File: src/rtl/core/pisc_pkg.sv
// ----------------------------------------------------------------------------
// pisc_pkg
// Shared types, constants and helpers for the PI speed controller.
// ----------------------------------------------------------------------------
package pisc_pkg;

	// Q format fractional bits
	localparam int FRAC = 16;

	// register indexes on the config channel
	localparam logic [2:0] REG_PROP_GAIN   = 3'd0;
	localparam logic [2:0] REG_INV_INT    = 3'd1;
	localparam logic [2:0] REG_FILT_BW    = 3'd2;
	localparam logic [2:0] REG_VOLT_LIMIT = 3'd3;
	localparam logic [2:0] REG_TIMEOUT    = 3'd4;

	// register reset values
	localparam logic [31:0] PROP_GAIN_RST  = 32'd7373;
	localparam logic [31:0] INV_INT_RST    = 32'd7000;
	localparam logic [31:0] FILT_BW_RST    = 32'(1 << FRAC);
	localparam logic [31:0] VOLT_LIMIT_RST = 32'(5 << FRAC);
	localparam logic [15:0] TIMEOUT_RST    = 16'd1000;

	localparam logic [32:0] TWO_Q      = 33'(2 << FRAC);
	localparam logic [32:0] CODE_SCALE = 33'd51;

	// (period_ms * T_RECIP) >> T_SHIFT is exactly floor(period_ms * 2^FRAC / 1000)
	// for every 16-bit period; rounding error stays far below the 8/1000 margin
	localparam logic [32:0] T_RECIP = 33'd2199023256;
	localparam int          T_SHIFT = 25;

	// divider iteration count
	localparam logic [5:0] DIV_ITERS_FRAC   = 6'(FRAC);

	typedef struct packed {
		logic        start;
		logic [32:0] rem0;
		logic [31:0] dvd;
		logic [5:0]  iters;
		logic [32:0] den;
	} div_req_t;

	typedef struct packed {
		logic        busy;
		logic [31:0] quo;
	} div_rsp_t;

	// saturate a wide two's complement value to signed 32 bits
	function automatic logic [31:0] sat32(input logic [67:0] x);
		logic all_one;
		logic all_zero;
		all_one  = &x[67:31];
		all_zero = ~|x[67:31];
		if (all_one || all_zero) begin
			return x[31:0];
		end else if (x[67]) begin
			return 32'h8000_0000;
		end else begin
			return 32'h7fff_ffff;
		end
	endfunction

	function automatic logic [67:0] sx68(input logic [31:0] x);
		return {{36{x[31]}}, x};
	endfunction

endpackage

File: src/rtl/core/pisc_mul.sv
// ----------------------------------------------------------------------------
// pisc_mul
// Shared signed 33x33 multiplier with registered product.
// ----------------------------------------------------------------------------
module pisc_mul (
	input  logic               clk,
	input  logic signed [32:0] op_a,
	input  logic signed [32:0] op_b,
	output logic signed [65:0] prod
);
	import pisc_pkg::*;

	always_ff @(posedge clk) begin
		prod <= op_a * op_b;
	end

endmodule
File: config.mk
export PLATFORM = sky130hd
export DESIGN_NAME = pisc_mul
export DESIGN_NICKNAME = d
export VERILOG_FILES = /design/src/rtl/core/pisc_pkg.sv /design/src/rtl/core/pisc_mul.sv
export SDC_FILE = /design/constraint.sdc
export NUM_CORES = 2
export LEC_CHECK = 0
export BUFFER_PORTS_ARGS = -buffer_cell sky130_fd_sc_hd__buf_4
export CORE_ASPECT_RATIO = 1.2
export CORE_MARGIN = 2
export CORE_UTILIZATION = 55
export DETAILED_ROUTE_END_ITERATION = 16
export HOLD_SLACK_MARGIN = 0.15
export PLACE_DENSITY = 0.72
export SKIP_CTS_REPAIR_TIMING = 1
export SYNTH_ARGS = -nofsm -noshare
export SYNTH_HDL_FRONTEND = slang
export SYNTH_SLANG_ARGS = --single-unit
File: constraint.sdc
create_clock -name clk -period 24.9 [get_ports clk]
set_clock_uncertainty 0.05 [all_clocks]
set_input_delay 2.49 -clock clk [delete_from_list [all_inputs] [get_ports clk]]
set_output_delay 2.49 -clock clk [all_outputs]
set_load 0.005 [all_outputs]
Word level (Yosys, flattened, before mapping):

Cells that the tools add are included.

* logic and storage cells: 2
* output and inout port bits: 66
* flip-flop bits (word level): 66
* input port bits: 67

* multipliers: 1

Operator list (number)
* $mul 33x33->66: 1

Longest topological paths before layout:

* word-level depth: 1
* mapped depth: 27
* depth with buffers taken out: 26

Least setup slack after synthesis:

Ideal clock, no wire load.

* kind: input to register
* start point: in op_a[32]
* end point: reg prod[62]
* cell stages on the path: 23
* data arrival time: 9.647 ns
* path buffers: 2
* setup slack: 15.124 ns
* setup time: 0.079 ns
* required time: 24.771 ns
* cells stage by stage: clkbuf_1 nand2_1 inv_1 fa_1 fa_1 fa_1 fa_1 fa_1 fa_1 fa_1 inv_1 fa_1 inv_1 ha_1 clkbuf_1 and3_1 nand3_1 nand2b_1 a2111oi_4 a211oi_4 a21o_2 a21o_1 a211oi_2

* longest elaborated chain between the ends: 1

RTL lines
* from (decl): line pisc_mul.sv:7 `input logic signed [32:0] op_a,`
* $mul 33x33->66: line pisc_mul.sv:14 `prod <= op_a * op_b;`
* to (signal assigned): line pisc_mul.sv:14
* to (decl): line pisc_mul.sv:9 `output logic signed [65:0] prod`

No other way between the ends.

Worst setup path after layout:

* start point: in op_b[6]
* end point: reg prod[58]

* longest elaborated chain between the ends: 1

RTL lines
* from (decl): line pisc_mul.sv:8 `input logic signed [32:0] op_b,`
* $mul 33x33->66: line pisc_mul.sv:14

No other way between the ends.

==> reports/qor.yml <==
grt_setup_unrepaired: "false"
holdPathEnd: "prod[0]$_DFF_P_"
fmax_mhz: 99.3
hold_start: "op_b[0]"
cts_tree: "built"
timing.slew.headroom_pct: 23.1
largest_register_ffs: 66
start_util_pct: 55.4
fin_crit_ps: 10070
fin_tns_setup_ps: 0
overflow: 0
synth_edf_count: 0
cap_violations: 0
firstDrtPassIters: 5
port_buffers: 132
synthArstFlopShare_pct: 0
nets: 5690
cp.arrival_ps: 10280
die_area_mm2: 0.0763
critPathRequiredTime_ps: 25100
clockRootBuffer: "clkbuf_16"
ys_warn_count: 0
worstHoldPathCells: 2
hold_viol: 0
end_kind: "flip-flop"
cts.sink_count: 66
layout-drive-gt1-share_pct: 4.34
path_cells: "buf_4 > nand2_1 > inv_1 > fa_1 > fa_1 > inv_1 > fa_1 > inv_1 > fa_1 > fa_1 > fa_1 > fa_1 > inv_1 > fa_1 > inv_1 > ha_1 > and3_1 > nand3_1 > nand2b_1 > a2111oi_4 > a211oi_4 > a21oi_2 > nor4b_2 > a311oi_1"
regArea_mm2: 0.00132
critPathMaxFanout: 33
ys_seq_elements: 66
synth_area_per_cell_um2: 9.39
fin_crit_sh_pct: 40.5
grt_max_degree: 34
num_rows: 109
dr.first_iter.drc_count: 1818
avgViaCountPerCell: 5.51
drc_errors: 0
clkTransAtPathRegs_ps: 70
largest_register: "prod"
core_area_mm2: 0.0735
grt_pass1_wl_um: 175000
worst_path_max_delay_cell: "fa_1"
syn_nets: 5767
placed_area_mm2: 0.0421
fin_area_mm2: 0.0424
clockBufferDepth: 2
yosysUniqueCellTypes: 80
wl_per_cell_um: 20.9
syn_inst: 4338
finalCoreUtilization_pct: 57.6
grt_pass1_vias: 31857
detailed_place_hpwl_um: 90900
gp_congestion: 0.965
nFillCells: 6445
seq_area_frac_synth_pct: 3.24
syn_area_mm2: 0.0407
grt_use_total_pct: 30.5
critPathLaunchType: "input port"
drt-total-wl_um: 109000
synth_ff_type: "dfxtp_1"
antenna_found_initial: 6
crit_top_cell: "fa_1"
hold_path.class: "in2reg"
setup_viol: 0
area_growth_syn_to_layout_pct: 4.02
die_w_um: 252
die_y_um: 302
worst-setup-path-type: "in2reg"
ios: 133
finalMaxSlewViolations: 0
numCtsBuffers: 9
whs_ps: 2550
ant_nets: 0
status: "finished clean"
reg_top3: "prod: 66 flops"
tightest_slew_ps: 1150
multi_input_area_mm2: 0.0343
htree_levels: 3
critPathMaxStageDelay_ps: 1160
vias: 28733
[synthesized netlist by cell type (6+ instances only)]
master	instances	area (µm²)
a211o_1	6	52.6
a211oi_1	7	52.6
a21o_1	36	270
a21oi_1	57	285
a31oi_1	8	50.1
and2_1	562	3520
buf_2	11	55.1
clkbuf_1	208	781
dfxtp_1	66	1320
fa_1	1145	22900
ha_1	217	2720
inv_1	1131	4250
nand2_1	551	2070
nand2b_1	12	75.1
nand3_1	25	125
nand4_1	11	68.8
nor2_1	68	255
nor3_1	7	35.0
o21a_1	6	45.0
o21ai_0	25	125
o21ai_1	6	30.0
o21bai_1	11	82.6
xnor2_1	43	377
xor2_1	25	219
[worst max-delay path, delay by kind of cell]
family,cells,cell delay (ps)
simple gates,5,800
compound gates,4,970
buf+inv,6,780
fa+ha+maj,9,5180
[routing by layer]
metal | track usage, % | up-vias | wire length [µm]
li1 | - | 12174 | -
met1 | 33.5 | 15202 | 35800
met2 | 55.3 | 1000 | 59100
met3 | 2.25 | 357 | 4330
met4 | 23.1 | 0 | 9790
met5 | 0 | - | 0
[metrics by stage]
stage	setup slack, ps	cells
3_3_place_gp	14660	5193
4_1_cts	14880	5208
6_report	14830	5215
3_5_place_dp	14550	5193
5_1_grt	14400	5213
2_1_floorplan	15120	4338
[how the worst max path moves through the flow]
stage                        start               end  depth (start not counted)
after global routing       op_b[6]  prod[58]$_DFF_P_                         24
after CTS                 op_a[32]  prod[58]$_DFF_P_                         22
after detailed placement   op_b[6]  prod[58]$_DFF_P_                         24
after floorplan           op_a[32]  prod[62]$_DFF_P_                         23
final                      op_b[6]  prod[58]$_DFF_P_                         24
after global placement    op_a[32]  prod[62]$_DFF_P_                         22
[area by class of cell]
type                            count  area share [%]
Antenna cell                        7          0.0413
Clock buffer                        9           0.532
Clock inverter                      6           0.159
Inverter                         1131            10.0
Multi-Input combinational cell   2920            81.0
Sequential cell                    66            3.12
Tap cell                          943            2.78
Timing Repair Buffer              133            2.36
[logic make-up (layout without fill, tap and decap cells)]
group                      Yosys count  count (layout)  share of synthesized area, %
xor gates and xnor gates            68              68                          1.46
AOI/OAI and AO/OA                  219             219                          4.07
buffers and inverters             1352            1279                          12.5
adders and majority gates         1362            1362                          62.9
other                                0               7                             0
and+or+nand+nor                   1271            1271                          15.8
DFF                                 66              66                          3.24
[layout by cell type, fill, tap and decap left out, types with 3 or more instances in the layout]
master,instances
o21ai_0,25
nand3_1,25
nor3_1,7
o211ai_1,4
fa_1,1145
dfxtp_1,66
xnor2_1,43
and3_1,5
a21o_1,36
diode_2,7
nand2_1,551
xor2_1,25
o31ai_4,3
a211oi_1,7
and4_1,5
or2_2,3
nand4_1,11
a21oi_2,3
or3_1,3
nor2b_1,5
nor2_1,68
a21oi_1,57
buf_4,133
nand2b_1,12
inv_1,1131
ha_1,217
and2_1,562
a211oi_2,3
o21a_1,6
o21bai_1,11
o21ai_1,6
a31oi_1,8
clkbuf_16,9
a211o_1,6
Power is left out: the tool's default activity adds up to more than one toggle a clock period on the data nets, which glitch-free logic cannot reach.
