## config.mk

```make
export PLATFORM = sky130hd
export DESIGN_NAME = pisc_divider
export DESIGN_NICKNAME = d
export VERILOG_FILES = /design/src/rtl/core/pisc_pkg.sv /design/src/rtl/core/pisc_divider.sv
export SDC_FILE = /design/constraint.sdc
export NUM_CORES = 1
export LEC_CHECK = 0
export ABC_AREA = 1
export BUFFER_PORTS_ARGS = -buffer_cell sky130_fd_sc_hd__buf_4
export CAP_MARGIN = 20
export CORE_MARGIN = 4
export CORE_UTILIZATION = 61
export CTS_CLUSTER_DIAMETER = 100
export DETAILED_ROUTE_END_ITERATION = 10
export HOLD_SLACK_MARGIN = 0.02
export PLACE_DENSITY = 0.85
export SYNTH_ARGS = -nofsm -noshare
export SYNTH_HDL_FRONTEND = slang
export SYNTH_SLANG_ARGS = --single-unit
```

## constraint.sdc

```tcl
create_clock -name clk -period 8.3 [get_ports clk]
set_input_delay 0.415 -clock clk [delete_from_list [all_inputs] [get_ports clk]]
set_output_delay 0.415 -clock clk [all_outputs]
set_load 0.05 [all_outputs]
```

## src/rtl/core/pisc_pkg.sv

```systemverilog
// ----------------------------------------------------------------------------
// pisc_pkg
// Shared types, constants and helpers for the PI speed controller.
// ----------------------------------------------------------------------------
package pisc_pkg;

	// Q format fractional bits
	localparam int FRAC = 16;

	// register indexes on the config channel
	localparam logic [2:0] REG_PROP_GAIN   = 3'd0;
	localparam logic [2:0] REG_INV_INT    = 3'd1;
	localparam logic [2:0] REG_FILT_BW    = 3'd2;
	localparam logic [2:0] REG_VOLT_LIMIT = 3'd3;
	localparam logic [2:0] REG_TIMEOUT    = 3'd4;

	// register reset values
	localparam logic [31:0] PROP_GAIN_RST  = 32'd7373;
	localparam logic [31:0] INV_INT_RST    = 32'd7000;
	localparam logic [31:0] FILT_BW_RST    = 32'(1 << FRAC);
	localparam logic [31:0] VOLT_LIMIT_RST = 32'(5 << FRAC);
	localparam logic [15:0] TIMEOUT_RST    = 16'd1000;

	localparam logic [32:0] TWO_Q      = 33'(2 << FRAC);
	localparam logic [32:0] CODE_SCALE = 33'd51;

	// (period_ms * T_RECIP) >> T_SHIFT is exactly floor(period_ms * 2^FRAC / 1000)
	// for every 16-bit period; rounding error stays far below the 8/1000 margin
	localparam logic [32:0] T_RECIP = 33'd2199023256;
	localparam int          T_SHIFT = 25;

	// divider iteration count
	localparam logic [5:0] DIV_ITERS_FRAC   = 6'(FRAC);

	typedef struct packed {
		logic        start;
		logic [32:0] rem0;
		logic [31:0] dvd;
		logic [5:0]  iters;
		logic [32:0] den;
	} div_req_t;

	typedef struct packed {
		logic        busy;
		logic [31:0] quo;
	} div_rsp_t;

	// saturate a wide two's complement value to signed 32 bits
	function automatic logic [31:0] sat32(input logic [67:0] x);
		logic all_one;
		logic all_zero;
		all_one  = &x[67:31];
		all_zero = ~|x[67:31];
		if (all_one || all_zero) begin
			return x[31:0];
		end else if (x[67]) begin
			return 32'h8000_0000;
		end else begin
			return 32'h7fff_ffff;
		end
	endfunction

	function automatic logic [67:0] sx68(input logic [31:0] x);
		return {{36{x[31]}}, x};
	endfunction

endpackage

```

## src/rtl/core/pisc_divider.sv

```systemverilog
// ----------------------------------------------------------------------------
// pisc_divider
// Restoring divider, one quotient bit per cycle.
// ----------------------------------------------------------------------------
module pisc_divider (
	input  logic               clk,
	input  logic               arst_n,
	input  pisc_pkg::div_req_t req,
	output pisc_pkg::div_rsp_t rsp
);
	import pisc_pkg::*;

	logic [32:0] rem_q;
	logic [32:0] den_q;
	logic [31:0] quo_q;
	logic [5:0]  cnt_q;
	logic [33:0] sh;
	logic [33:0] diff;
	logic        take;

	assign sh   = {rem_q, quo_q[31]};
	assign diff = sh - {1'b0, den_q};
	assign take = (sh >= {1'b0, den_q});

	always_ff @(posedge clk or negedge arst_n) begin
		if (!arst_n) begin
			cnt_q <= '0;
		end else if (req.start) begin
			cnt_q <= req.iters;
		end else if (cnt_q != '0) begin
			cnt_q <= cnt_q - 6'd1;
		end
	end

	always_ff @(posedge clk) begin
		if (req.start) begin
			rem_q <= req.rem0;
			den_q <= req.den;
			quo_q <= req.dvd;
		end else if (cnt_q != '0) begin
			rem_q <= take ? diff[32:0] : sh[32:0];
			quo_q <= {quo_q[30:0], take};
		end
	end

	assign rsp.busy = (cnt_q != '0);
	assign rsp.quo  = quo_q;

endmodule

```

Word level (Yosys, flattened, before mapping)
Cells that the tools add are included.
{ "word_totals": {"regBits": 104, "in_bits": 107, "output_inout_bits": 33, "word_cells": 16} }
{ "classes": {"n_addsub": 2, "n_lt_le_gt_ge": 1, "mux": 7, "n_reduce_logical": 2} }
{ "op_table": {"columns": ["op", "count"], "rows": [
  ["$mux W33", 3],
  ["$mux W32", 2],
  ["$ge A34 B33 Y1", 1],
  ["$sub A33 B33 Y33", 1],
  ["$mux W6", 2],
  ["$reduce_bool A6 Y1", 1],
  ["$sub A6 B1 Y6 const B", 1],
  ["$reduce_bool A2 Y1", 1]
]} }

Logic depth before layout (Yosys ltp)
Gate-level depths: netlist of run 1.
{ "logic_depth": {"word_depth": 4, "depth_mapped": 17, "ltp_nobuf": 17} }

Worst setup path after synthesis of run 1
No wires, ideal clock.
{ "synth_path": {"path_type": "reg2reg", "start": "register cnt_q[0]", "end": "register cnt_q[1]", "setup_time_ps": 208, "t_arrival_ps": 2739, "required_time_ps": 8092, "path_slack_ps": 5353, "stages_incl_launch_ff": 9, "path_buffers": 0, "synth_period_minus_slack_ps": 2947, "cell_sequence": "dfrtp_1 -> inv_1 -> ha_1 -> nand2_1 -> or2_2 -> nor2_1 -> nand2_1 -> o211ai_1 -> o21ai_0"} }
{ "synth_via": {"elab_chain_cells": 3, "word_cells_on_any_way": 5, "classes_between": "add/sub (1); mux (2); reduce/logical (2)"} }
{ "synth_rtl": {"columns": ["element", "line", "text"], "rows": [
  ["start: declaration", "pisc_divider.sv:16", "logic [5:0] cnt_q;"],
  ["start signal: assignment", "pisc_divider.sv:29", "cnt_q <= req.iters;"],
  ["start signal: assignment", "pisc_divider.sv:31", "cnt_q <= cnt_q - 6'd1;"],
  ["$sub A6 B1 Y6", "pisc_divider.sv:31", null],
  ["$mux W6", "pisc_divider.sv:30", "end else if (cnt_q != '0) begin"],
  ["$mux W6", "pisc_divider.sv:28", "end else if (req.start) begin"]
]} }
Parallel ways exist; a longest one is shown, timed or not. The select of a mux whose other input is x is not followed.
A chain may end at the register's enable or synchronous reset.

Worst setup path after layout of run 1
{ "layout_path": {"start": "register rem_q[23]", "end": "register rem_q[30] (data pin)"} }
{ "layout_via": {"elab_chain_cells": 4, "word_cells_on_any_way": 5, "classes_between": "add/sub (1); order compare (1); mux (3)"} }
{ "layout_rtl": {"columns": ["element", "line", "text"], "rows": [
  ["start: declaration", "pisc_divider.sv:13", "logic [32:0] rem_q;"],
  ["start signal: assignment", "pisc_divider.sv:37", "rem_q <= req.rem0;"],
  ["start signal: assignment", "pisc_divider.sv:41", "rem_q <= take ? diff[32:0] : sh[32:0];"],
  ["$sub A33 B33 Y33 / $ge A34 B33 Y1 (equally long branches)", "pisc_divider.sv:22, pisc_divider.sv:23", null],
  ["$mux W33 *", "pisc_divider.sv:41", null],
  ["$mux W33 *", "pisc_divider.sv:40", "end else if (cnt_q != '0) begin"],
  ["$mux W33 *", "pisc_divider.sv:36", "if (req.start) begin"]
]} }
Every way passes the cells marked *; elsewhere a longest branch is shown, timed or not. The select of a mux whose other input is x is not followed.

==> impl_results.md, run 1 <==
- Outcome: complete, no violations
- Unrepaired setup endpoints after global routing: false
- WP depth: 13
- Vias in the first global route: 6528
- Register bit total from synthesis: 104
- Most frequent cells in the layout: nand2_1, inv_1, buf_4, edfxtp_1, nand3_1
- CP endpoint kind: flop
- Clock Path Buffers: 2
- Worst skew pair latency: 0.37 ns
- Met2 usage: 48.8%
- Final-layout fill cell count: 957
- Initial Util: 62.9%
- Tcrit/Tclk final: 39.8%
- Core box area: 0.0115 mm²
- Slew of the pin with the lowest slew margin: 0.870 ns
- HP Class: input port to flop
- Mean Syn Cell Area: 7.26 µm²
- Clock-pin slew on the worst setup and hold paths: 0.08 ns
- Sequential area share after synthesis: 42.7%
- VDD IR max: 0.186 mV
- Slowest stage delay, CP: 0.67 ns
- Routability Congestion: 0.966
- Syn_nets: 1139
- Reg-to-Reg End: rem_q[30]
- Clk_skew: 0.0132 ns
- DR pass1 iterations: 5
- Detailed Place HPWL: 14.3 mm
- Drt wl/cell: 14.9 µm
- CTS root buffer: clkbuf_16
- Post-layout instance area: 0.00866 mm²
- Number of DRC markers in iteration 0: 555
- Worst R2R Path Depth: 13
- Sw frac: 45.9%
- CTS Buf Count: 9
- Critical path's most frequent cell: nand2_1
- CP max FO: 34
- Logic pwr share: 55.8%
- Port Buf Inserts: 139
- CP delay by family, top: simple AND/OR/NAND/NOR gates
- Syn Inst Count: 997
- R2R Path Start: rem_q[23]
- Post-CTS resize count: 0
- Nets: 1269
- CP max stage cell: nor2_4
- Final hold vios: 0
- GR Util All Layers: 28.9%
- Distinct cells, synth: 35
- Kind of critical path: flop to flop
- Int Pwr: 1.49 mW
- Initial antenna violation count: 0
- Top Ports: 140
- Clock power frac: 15.4%
- Leakage power: 4.65 nW
- Met3 usage: 6.79%
- Total wire length: 19.0 mm
- First-pass GRT wire length: 30.8 mm
- NetSw: 1.27 mW
- Most used routing layer: met2
- DR vias: 6624
- CTS hold repair buffers: 1
- Worst EP required: 8.42 ns
- End-of-flow core utilization: 75.2%
- Critical Path End: rem_q[30]
- Mapped Area: 0.00724 mm²
- # setup viols final: 0
- CP startpoint: rem_q[23]
- Bufs and invs on worst path: 1
- Die width: 117 µm
- Total gr overflow: 0
- FMAX: 0.303 GHz
- Sequential Power Share: 28.8%
- Die span in y: 117 µm
- Largest net degree at the start of global routing: 79
- CP startpoint kind: flop
- Rel. slew slack: 41.9%
- Num rows: 39
- DRC viols: 0
- Setup TNS: 0 ns
- DIE AREA: 0.0137 mm²
- R2R Setup Slk: 5.00 ns
- Number of diodes: 0
- MaxCap Viol Count: 0
- CP cell instances: ha_1 > nand2_1 > inv_1 > a21oi_1 > nand2_1 > nand2_1 > nand3_2 > nor2_4 > nand2_4 > nand2_1 > nand2_1 > nand2_1 > nand2_1
- Vias/cell: 5.20
- Yosys warns: 0
- Sink Count: 104
- H-tree depth: 3
- GR met1 Demand/Resource: 36.9%
- Post-route antenna net violation count: 0
- Clock period minus worst slack: 3.30 ns
- Placed cell areas: 0.00837 mm²
- Commonest non-fill, non-tap cell in the layout: nand2_1
- Area growth syn-to-layout: 19.6%
- Layout cells sized above 1: 15.5%
- Post-CTS setup buffers: 0
- Critical Path AT: 3.42 ns
- CTS tree: done
- PwrDens: 318 mW/mm²
- Max Slew Vio Count: 0
## cell usage after synthesis
master,n,share of area (%)
nand2_4,1,0.16
nand3_2,3,0.41
edfxtp_1,98,41
o21ai_0,6,0.41
nand3_1,62,4.3
buf_1,2,0.10
fa_1,1,0.28
nor2_2,5,0.43
o311ai_0,1,0.12
nor2_1,50,2.6
buf_4,2,0.21
nand2_1,448,23
buf_2,4,0.28
clkinv_1,2,0.10
dfrtp_1,6,2.1
and3_1,1,0.086
nor3_1,3,0.21
nor2_4,1,0.16
a21oi_1,23,1.6
clkbuf_1,13,0.67
xnor2_1,16,1.9
nand4_1,5,0.43
or2_2,2,0.17
inv_2,1,0.052
o21bai_1,2,0.21
o211ai_1,2,0.21
nor3_2,1,0.14
nand2_2,3,0.26
and2_1,5,0.43
o21a_1,1,0.10
ha_1,34,5.9
a21o_1,2,0.21
nand3b_1,34,3.5
buf_6,3,0.47
inv_1,154,8.0
## final cells by class
class                   instances  area, µm²  area share (%)
clock buffers                  11        243            2.80
well taps                     143        179            2.07
repair buffers                143       1080            12.4
flip-flops and latches        104       3090            35.7
inverters                     157        589            6.80
multi-input cells             712       3440            39.7
clock inverters                 5       43.8           0.506
## kinds of logic after synthesis
family / count (synthesis) / share of synthesized area (%)
simple gates: 624 / 36.5
flops: 104 / 42.7
compound gates: 37 / 2.85
xor+xnor: 16 / 1.93
buf+inv: 181 / 9.86
fa+ha+maj: 35 / 6.15
## worst min path at each step
stage,from,end,slack [ns],cells after the start
after CTS,req[27],den_q[27],0.21,1
after floorplan,arst_n,cnt_q[0],0.12,0
after global routing,req[19],den_q[19],0.21,1
final,req[27],den_q[27],0.22,1
after detailed placement,arst_n,cnt_q[5],0.23,1
after global placement,arst_n,cnt_q[5],0.23,1
## metal layers
metal | share of wire [%] | vias up
met5 | 0 | -
met4 | 2.1 | 0
met3 | 7.2 | 25
met2 | 47 | 218
met1 | 44 | 3004
li1 | - | 3377
## power by group through the flow
| stage | Sequential (mW) | Combinational (mW) | Clock (mW) |
|---|---|---|---|
| after global placement | 0.795 | 1.48 | 0 |
| after detailed placement | 0.800 | 1.51 | 0 |
| after CTS | 0.794 | 1.51 | 0.431 |
| after global routing | 0.810 | 1.73 | 0.449 |
| final | 0.795 | 1.54 | 0.425 |
| after floorplan | 0.856 | 1.10 | 0 |
## registers in the layout (all words and copies together) (netlist names)
| name | cells |
|---|---|
| den_q | 33 |
| rem_q | 33 |
| quo_q | 32 |
| cnt_q | 6 |
## through the flow
step	hold slack (ns)	instances	worst slack (ns)	power (mW)
finish	0.219	1275	5.00	2.76
global route	0.214	1275	4.72	2.99
floorplan	0.119	997	5.35	1.95
CTS	0.212	1275	5.06	2.74
global placement	0.227	1258	5.13	2.28
detailed placement	0.226	1258	5.06	2.31
Note: power is estimated with default switching activity, not from simulation.
==> run 2: changes to the inputs <==
- CORE_UTILIZATION: 61 -> 51
- PLACE_DENSITY: 0.85 -> 0.75
- clock period: 8.3 -> 2.8 ns (I/O delays scaled with it)
==> run 2 against run 1 <==
- sequential cell count unchanged
- largest power group unchanged
- highest routed layer unchanged
- first-iteration DRC count down 15%
- fmax up 32%
==> impl_results.md, run 2 (same netlist as run 1, synthesis figures left out) <==
- DRC viols: 0
- Tcrit/Tclk final: 89.5%
- Routability Congestion: 0.963
- Slew of the pin with the lowest slew margin: 0.931 ns
- Initial Util: 52.2%
- Final hold vios: 0
- Die span in y: 127 µm
- Num rows: 43
- Clk_skew: 0.00895 ns
- Die width: 127 µm
- DR pass1 iterations: 5
- Vias/cell: 5.01
- CP startpoint kind: flop
- Post-route antenna net violation count: 0
- DR vias: 6804
- Setup ws final: 0.294 ns
- Final std cells w/o fill: 1359
- CP max FO: 18
- Number of DRC markers in iteration 0: 471
- MaxCap Viol Count: 0
- PwrDens: 911 mW/mm²
- Port Buf Inserts: 139
- Met2 usage: 40.9%
- CTS tree: done
- Leakage power: 4.86 nW
- Vias in the first global route: 6501
- Clock-pin slew on the worst setup and hold paths: 0.08 ns
- Outcome: complete, no violations
- Area growth syn-to-layout: 26.8%
- Total wire length: 19.7 mm
- Area occupied by registers: 0.00309 mm²
- Initial antenna violation count: 0
- First-pass GRT wire length: 32.1 mm
- Detailed Place HPWL: 14.7 mm
- GR Util All Layers: 25.0%
- Critical path's most frequent cell: nand2_1
- Rel. slew slack: 37.9%
- Registers with the most flip-flops: den_q x33, rem_q x33, quo_q x32
- Max Slew Vio Count: 0
- Nets: 1316
- VDD IR max: 0.490 mV
- Layout cells sized above 1: 15.6%
- CP cell instances: inv_1 > ha_1 > inv_1 > fa_1 > nand3_1 > nand3_2 > nand2_1 > nand2_2 > nand2_2 > buf_4 > nand3_2 > nand2_1 > clkinv_1 > nand2_1 > nand2_1
- Kind of critical path: flop to flop
- Min Hold Slack: 0.0426 ns
- Most used routing layer: met2
- Top Ports: 140
- Post-CTS resize count: 0
- CP endpoint kind: flop
- Met3 usage: 5.60%
- Worst skew pair latency: 0.36 ns
- HP Class: input port to flop
- Worst EP required: 2.91 ns
- Placement Setup Slack: 0.325 ns
- Drt wl/cell: 14.5 µm
- H-tree depth: 3
- Clock period minus worst slack: 2.51 ns
- DIE AREA: 0.0162 mm²
- Multi-input logic area: 0.00344 mm²
- GR met1 Demand/Resource: 33.8%
- Placed Cells: 1303
- Most frequent cells in the layout: nand2_1, inv_1, buf_4, edfxtp_1, nand3_1
- Setup TNS: 0 ns
- CTS Buf Count: 9
- Core box area: 0.0139 mm²
- CTS root buffer: clkbuf_16
- Final-layout fill cell count: 1198
- Total gr overflow: 0
- Clock Path Buffers: 2
- Sink Count: 104
- Number of diodes: 0
- Commonest non-fill, non-tap cell in the layout: nand2_1
- # setup viols final: 0
- Slowest stage delay, CP: 0.41 ns
- CP max stage cell: fa_1
- Largest net degree at the start of global routing: 69
- Critical Path AT: 2.62 ns
- FMAX: 0.399 GHz
- Unrepaired setup endpoints after global routing: false
==> run 2: path summary, 6_finish.rpt <==
check / startpoint / to / slack [ns] / cells past startpoint
setup reg to reg: quo_q[31] / rem_q[31] / 0.29 / 15
max in group asynchronous: arst_n / cnt_q[5] / 2.56 / 2
min in group asynchronous: arst_n / cnt_q[4] / 0.11 / 2
setup / recovery: quo_q[31] / rem_q[31] / 0.29 / 15
hold / removal: req[62] / quo_q[23] / 0.04 / 3
hold reg to reg: cnt_q[0] / cnt_q[0] / 0.53 / 2
==> run 2: report_power, final <==
part           leakage (nW)  internal (mW)  switching [mW]
clock network         0.149          0.669           0.609
registers              1.10           2.16           0.193
logic                  3.62           1.74            3.00
total                  4.86           4.56            3.80
==> run 2: worst max-delay path, delay by kind of cell, from the launching register on <==
kind	cells	cell delay, ns
and+or+nand+nor	9	0.81
adders and majority gates	2	0.56
buffers and inverters	4	0.50
DFF	1	0.38
==> run 2: timing repair <==
action	4_1_cts	5_1_grt
endpoints found under the hold margin	45	0
setup buffers	0	0
hold buffers	40	0
==> run 2: area by class of cell <==
cell class              count  share of cell area [%]
multi-input cells         712                    37.4
repair buffers            190                    16.8
inverters                 157                    6.42
flip-flops and latches    104                    33.7
well taps                 180                    2.45
clock inverters             5                   0.504
clock buffers              11                    2.75
==> run 2: metal layers <==
layer / share of wire, % / vias to the layer above
li1: - / 3475
met1: 43 / 3070
met2: 46 / 240
met3: 9.1 / 19
met4: 1.4 / 0
met5: 0 / -
==> run 2: per-stage QoR <==
stage	total power, mW	cell area, µm²	util [%]
after CTS	8.35	9180	66.2
final	8.37	9180	66.2
after floorplan	5.79	7250	-
after global placement	6.94	8480	61.1
after global routing	9.09	9180	66.2
after detailed placement	6.99	8480	61.1
==> run 3: changes to the inputs <==
- CELL_PAD_IN_SITES_DETAIL_PLACEMENT: unset -> 1
- CELL_PAD_IN_SITES_GLOBAL_PLACEMENT: unset -> 1
- CORE_UTILIZATION: 51 -> 37
- PLACE_DENSITY: 0.75 -> 0.76
==> run 3 against run 2 <==
- sequential share of layout area down 0.28 points
- sequential power hardly changed
- via count grew 0.97%
- die area rose by 35%
- cell count up 5.9%
- first-iteration DRC count is 30% lower
- critical endpoint is now rem_q[2]
- largest cell class unchanged
==> impl_results.md, run 3 (same netlist as run 1, synthesis figures left out) <==
- Detailed Place HPWL: 17.6 mm
- Worst skew pair latency: 0.36 ns
- R2R Setup Slk: 0.18 ns
- Layout cells sized above 1: 15.7%
- Tcrit/Tclk final: 93.5%
- DRC viols: 0
- CP max stage cell: edfxtp_1
- Critical Path AT: 2.73 ns
- Area growth syn-to-layout: 27.8%
- DIE AREA: 0.0219 mm²
- Core box area: 0.0190 mm²
- CTS tree: done
- CP max FO: 14
- Total Power: 8.49 mW
- Num rows: 50
- Routability Congestion: 0.960
- Final std cells w/o fill: 1439
- FMAX: 0.382 GHz
- Number of DRC markers in iteration 0: 329
- Reg-to-Reg End: rem_q[2]
- First-pass GRT wire length: 36.5 mm
- Outcome: complete, no violations
- Most frequent cells in the layout: nand2_1, inv_1, buf_4, edfxtp_1, nand3_1
- Clk_skew: 0.0107 ns
- DR vias: 6870
- Number of diodes: 0
- HP Class: input port to flop
- CP cell instances: ha_2 > nand2_1 > nor2_1 > nand2_1 > nor2_2 > nand2_1 > nand3_2 > nor2_4 > nand2_4 > buf_4 > o21ai_0 > nand3_1 > nand2_1
- Final-layout fill cell count: 2374
- Clock-pin slew on the worst setup and hold paths: 0.08 ns
- Largest net degree at the start of global routing: 66
- CP startpoint kind: flop
- Total wire length: 22.8 mm
- Nets: 1316
- Die width: 148 µm
- Rel. slew slack: 35.9%
- Slowest stage delay, CP: 0.47 ns
- Leakage power: 4.85 nW
- Total gr overflow: 0
- Sink Count: 104
- Post-route antenna net violation count: 0
- CTS root buffer: clkbuf_16
- Vias/cell: 4.77
- Commonest non-fill, non-tap cell in the layout: nand2_1
- Worst Hold Depth: 3
- Registers with the most flip-flops: den_q x33, rem_q x33, quo_q x32
- Setup TNS: 0 ns
- Initial Util: 38.2%
- DR pass1 iterations: 5
- Unrepaired setup endpoints after global routing: false
- VDD IR max: 0.338 mV
- Start point of the worst hold path: req[34]
- CTS Buf Count: 9
- # setup viols final: 0
- Worst R2R Path Depth: 13
- Max Slew Vio Count: 0
- CP endpoint kind: flop
- Placed Cells: 1384
- PwrDens: 916 mW/mm²
- Port Buf Inserts: 139
- Top Ports: 140
- Post-CTS setup buffers: 0
- Kind of critical path: flop to flop
- Initial antenna violation count: 0
- GR Util All Layers: 21.0%
- Clock period minus worst slack: 2.62 ns
- Critical path's most frequent cell: nand2_1
- Vias in the first global route: 7118
- H-tree depth: 3
- MaxCap Viol Count: 0
- Drt wl/cell: 15.8 µm
- Min Hold Slack: 0.0367 ns
- Worst EP required: 2.91 ns
- Final hold vios: 0
- Hold EP: cnt_q[1]
- Slew of the pin with the lowest slew margin: 0.962 ns
- R2R Path Start: rem_q[22]
- Clock Path Buffers: 2
- Die span in y: 148 µm
==> run 3: changes by cell type in the layout (fill, tap and decap cells not counted) <==
cell           delta
clkinv_4          -1
clkbuf_8          -2
buf_6             +1
ha_2              +1
ha_1              -1
buf_12            -1
clkbuf_1          +1
dlygate4sd3_1     -1
buf_4             +1
inv_6             +2
==> run 3: report_power, final <==
part	internal, mW	switching, mW
clock	0.627	0.657
sequential	2.16	0.213
combinational	1.73	3.10
==> run 3: repair_timing <==
action / 4_1_cts / 5_1_grt
setup endpoints to repair: 0 / 11
hold buffers: 39 / 0
resized for setup: 0 / 2
endpoints found under the hold margin: 44 / 0
==> run 3: critical path: cells and delay by family, from the launching register on <==
family / cells / cell delay (ns)
buf+inv: 1 / 0.24
compound gates: 1 / 0.12
fa+ha+maj: 1 / 0.43
simple gates: 10 / 1.09
flops: 1 / 0.47
==> run 3: area by class of cell <==
type,instances,area (µm²),share of cell area (%)
sequential,104,3090,33.4
inverter,157,589,6.36
multi-input combinational,712,3440,37.2
clock inverter,6,55.1,0.595
timing repair buffer,190,1530,16.5
clock buffer,10,229,2.47
tap,260,325,3.51
==> run 3: how the worst max path moves through the flow <==
stage	start	end	slack [ns]	depth (start not counted)
4_1_cts	quo_q[31]	rem_q[31]	0.11	15
3_5_place_dp	quo_q[31]	rem_q[31]	0.12	15
3_3_place_gp	quo_q[31]	rem_q[21]	0.20	13
5_1_grt	rem_q[22]	rem_q[6]	0.0006	13
6_report	rem_q[22]	rem_q[2]	0.18	13
2_1_floorplan	quo_q[31]	rem_q[31]	0.37	15
==> run 3: routing by layer <==
metal | up-vias | track usage, % | wire length, µm
met4 | 0 | 4.71 | 350
met3 | 23 | 5.89 | 1590
li1 | 3464 | - | -
met2 | 183 | 34.8 | 10500
met1 | 3200 | 27.5 | 10400
met5 | - | 0 | 0
==> run 3: per-stage QoR <==
step / utilization, % / worst slack, ns / cell area, µm²
after floorplan: - / 0.368 / 7250
after global placement: 45.3 / 0.196 / 8580
after detailed placement: 45.3 / 0.123 / 8580
after CTS: 48.8 / 0.115 / 9250
after global routing: 48.9 / 0.000645 / 9260
final: 48.9 / 0.182 / 9260
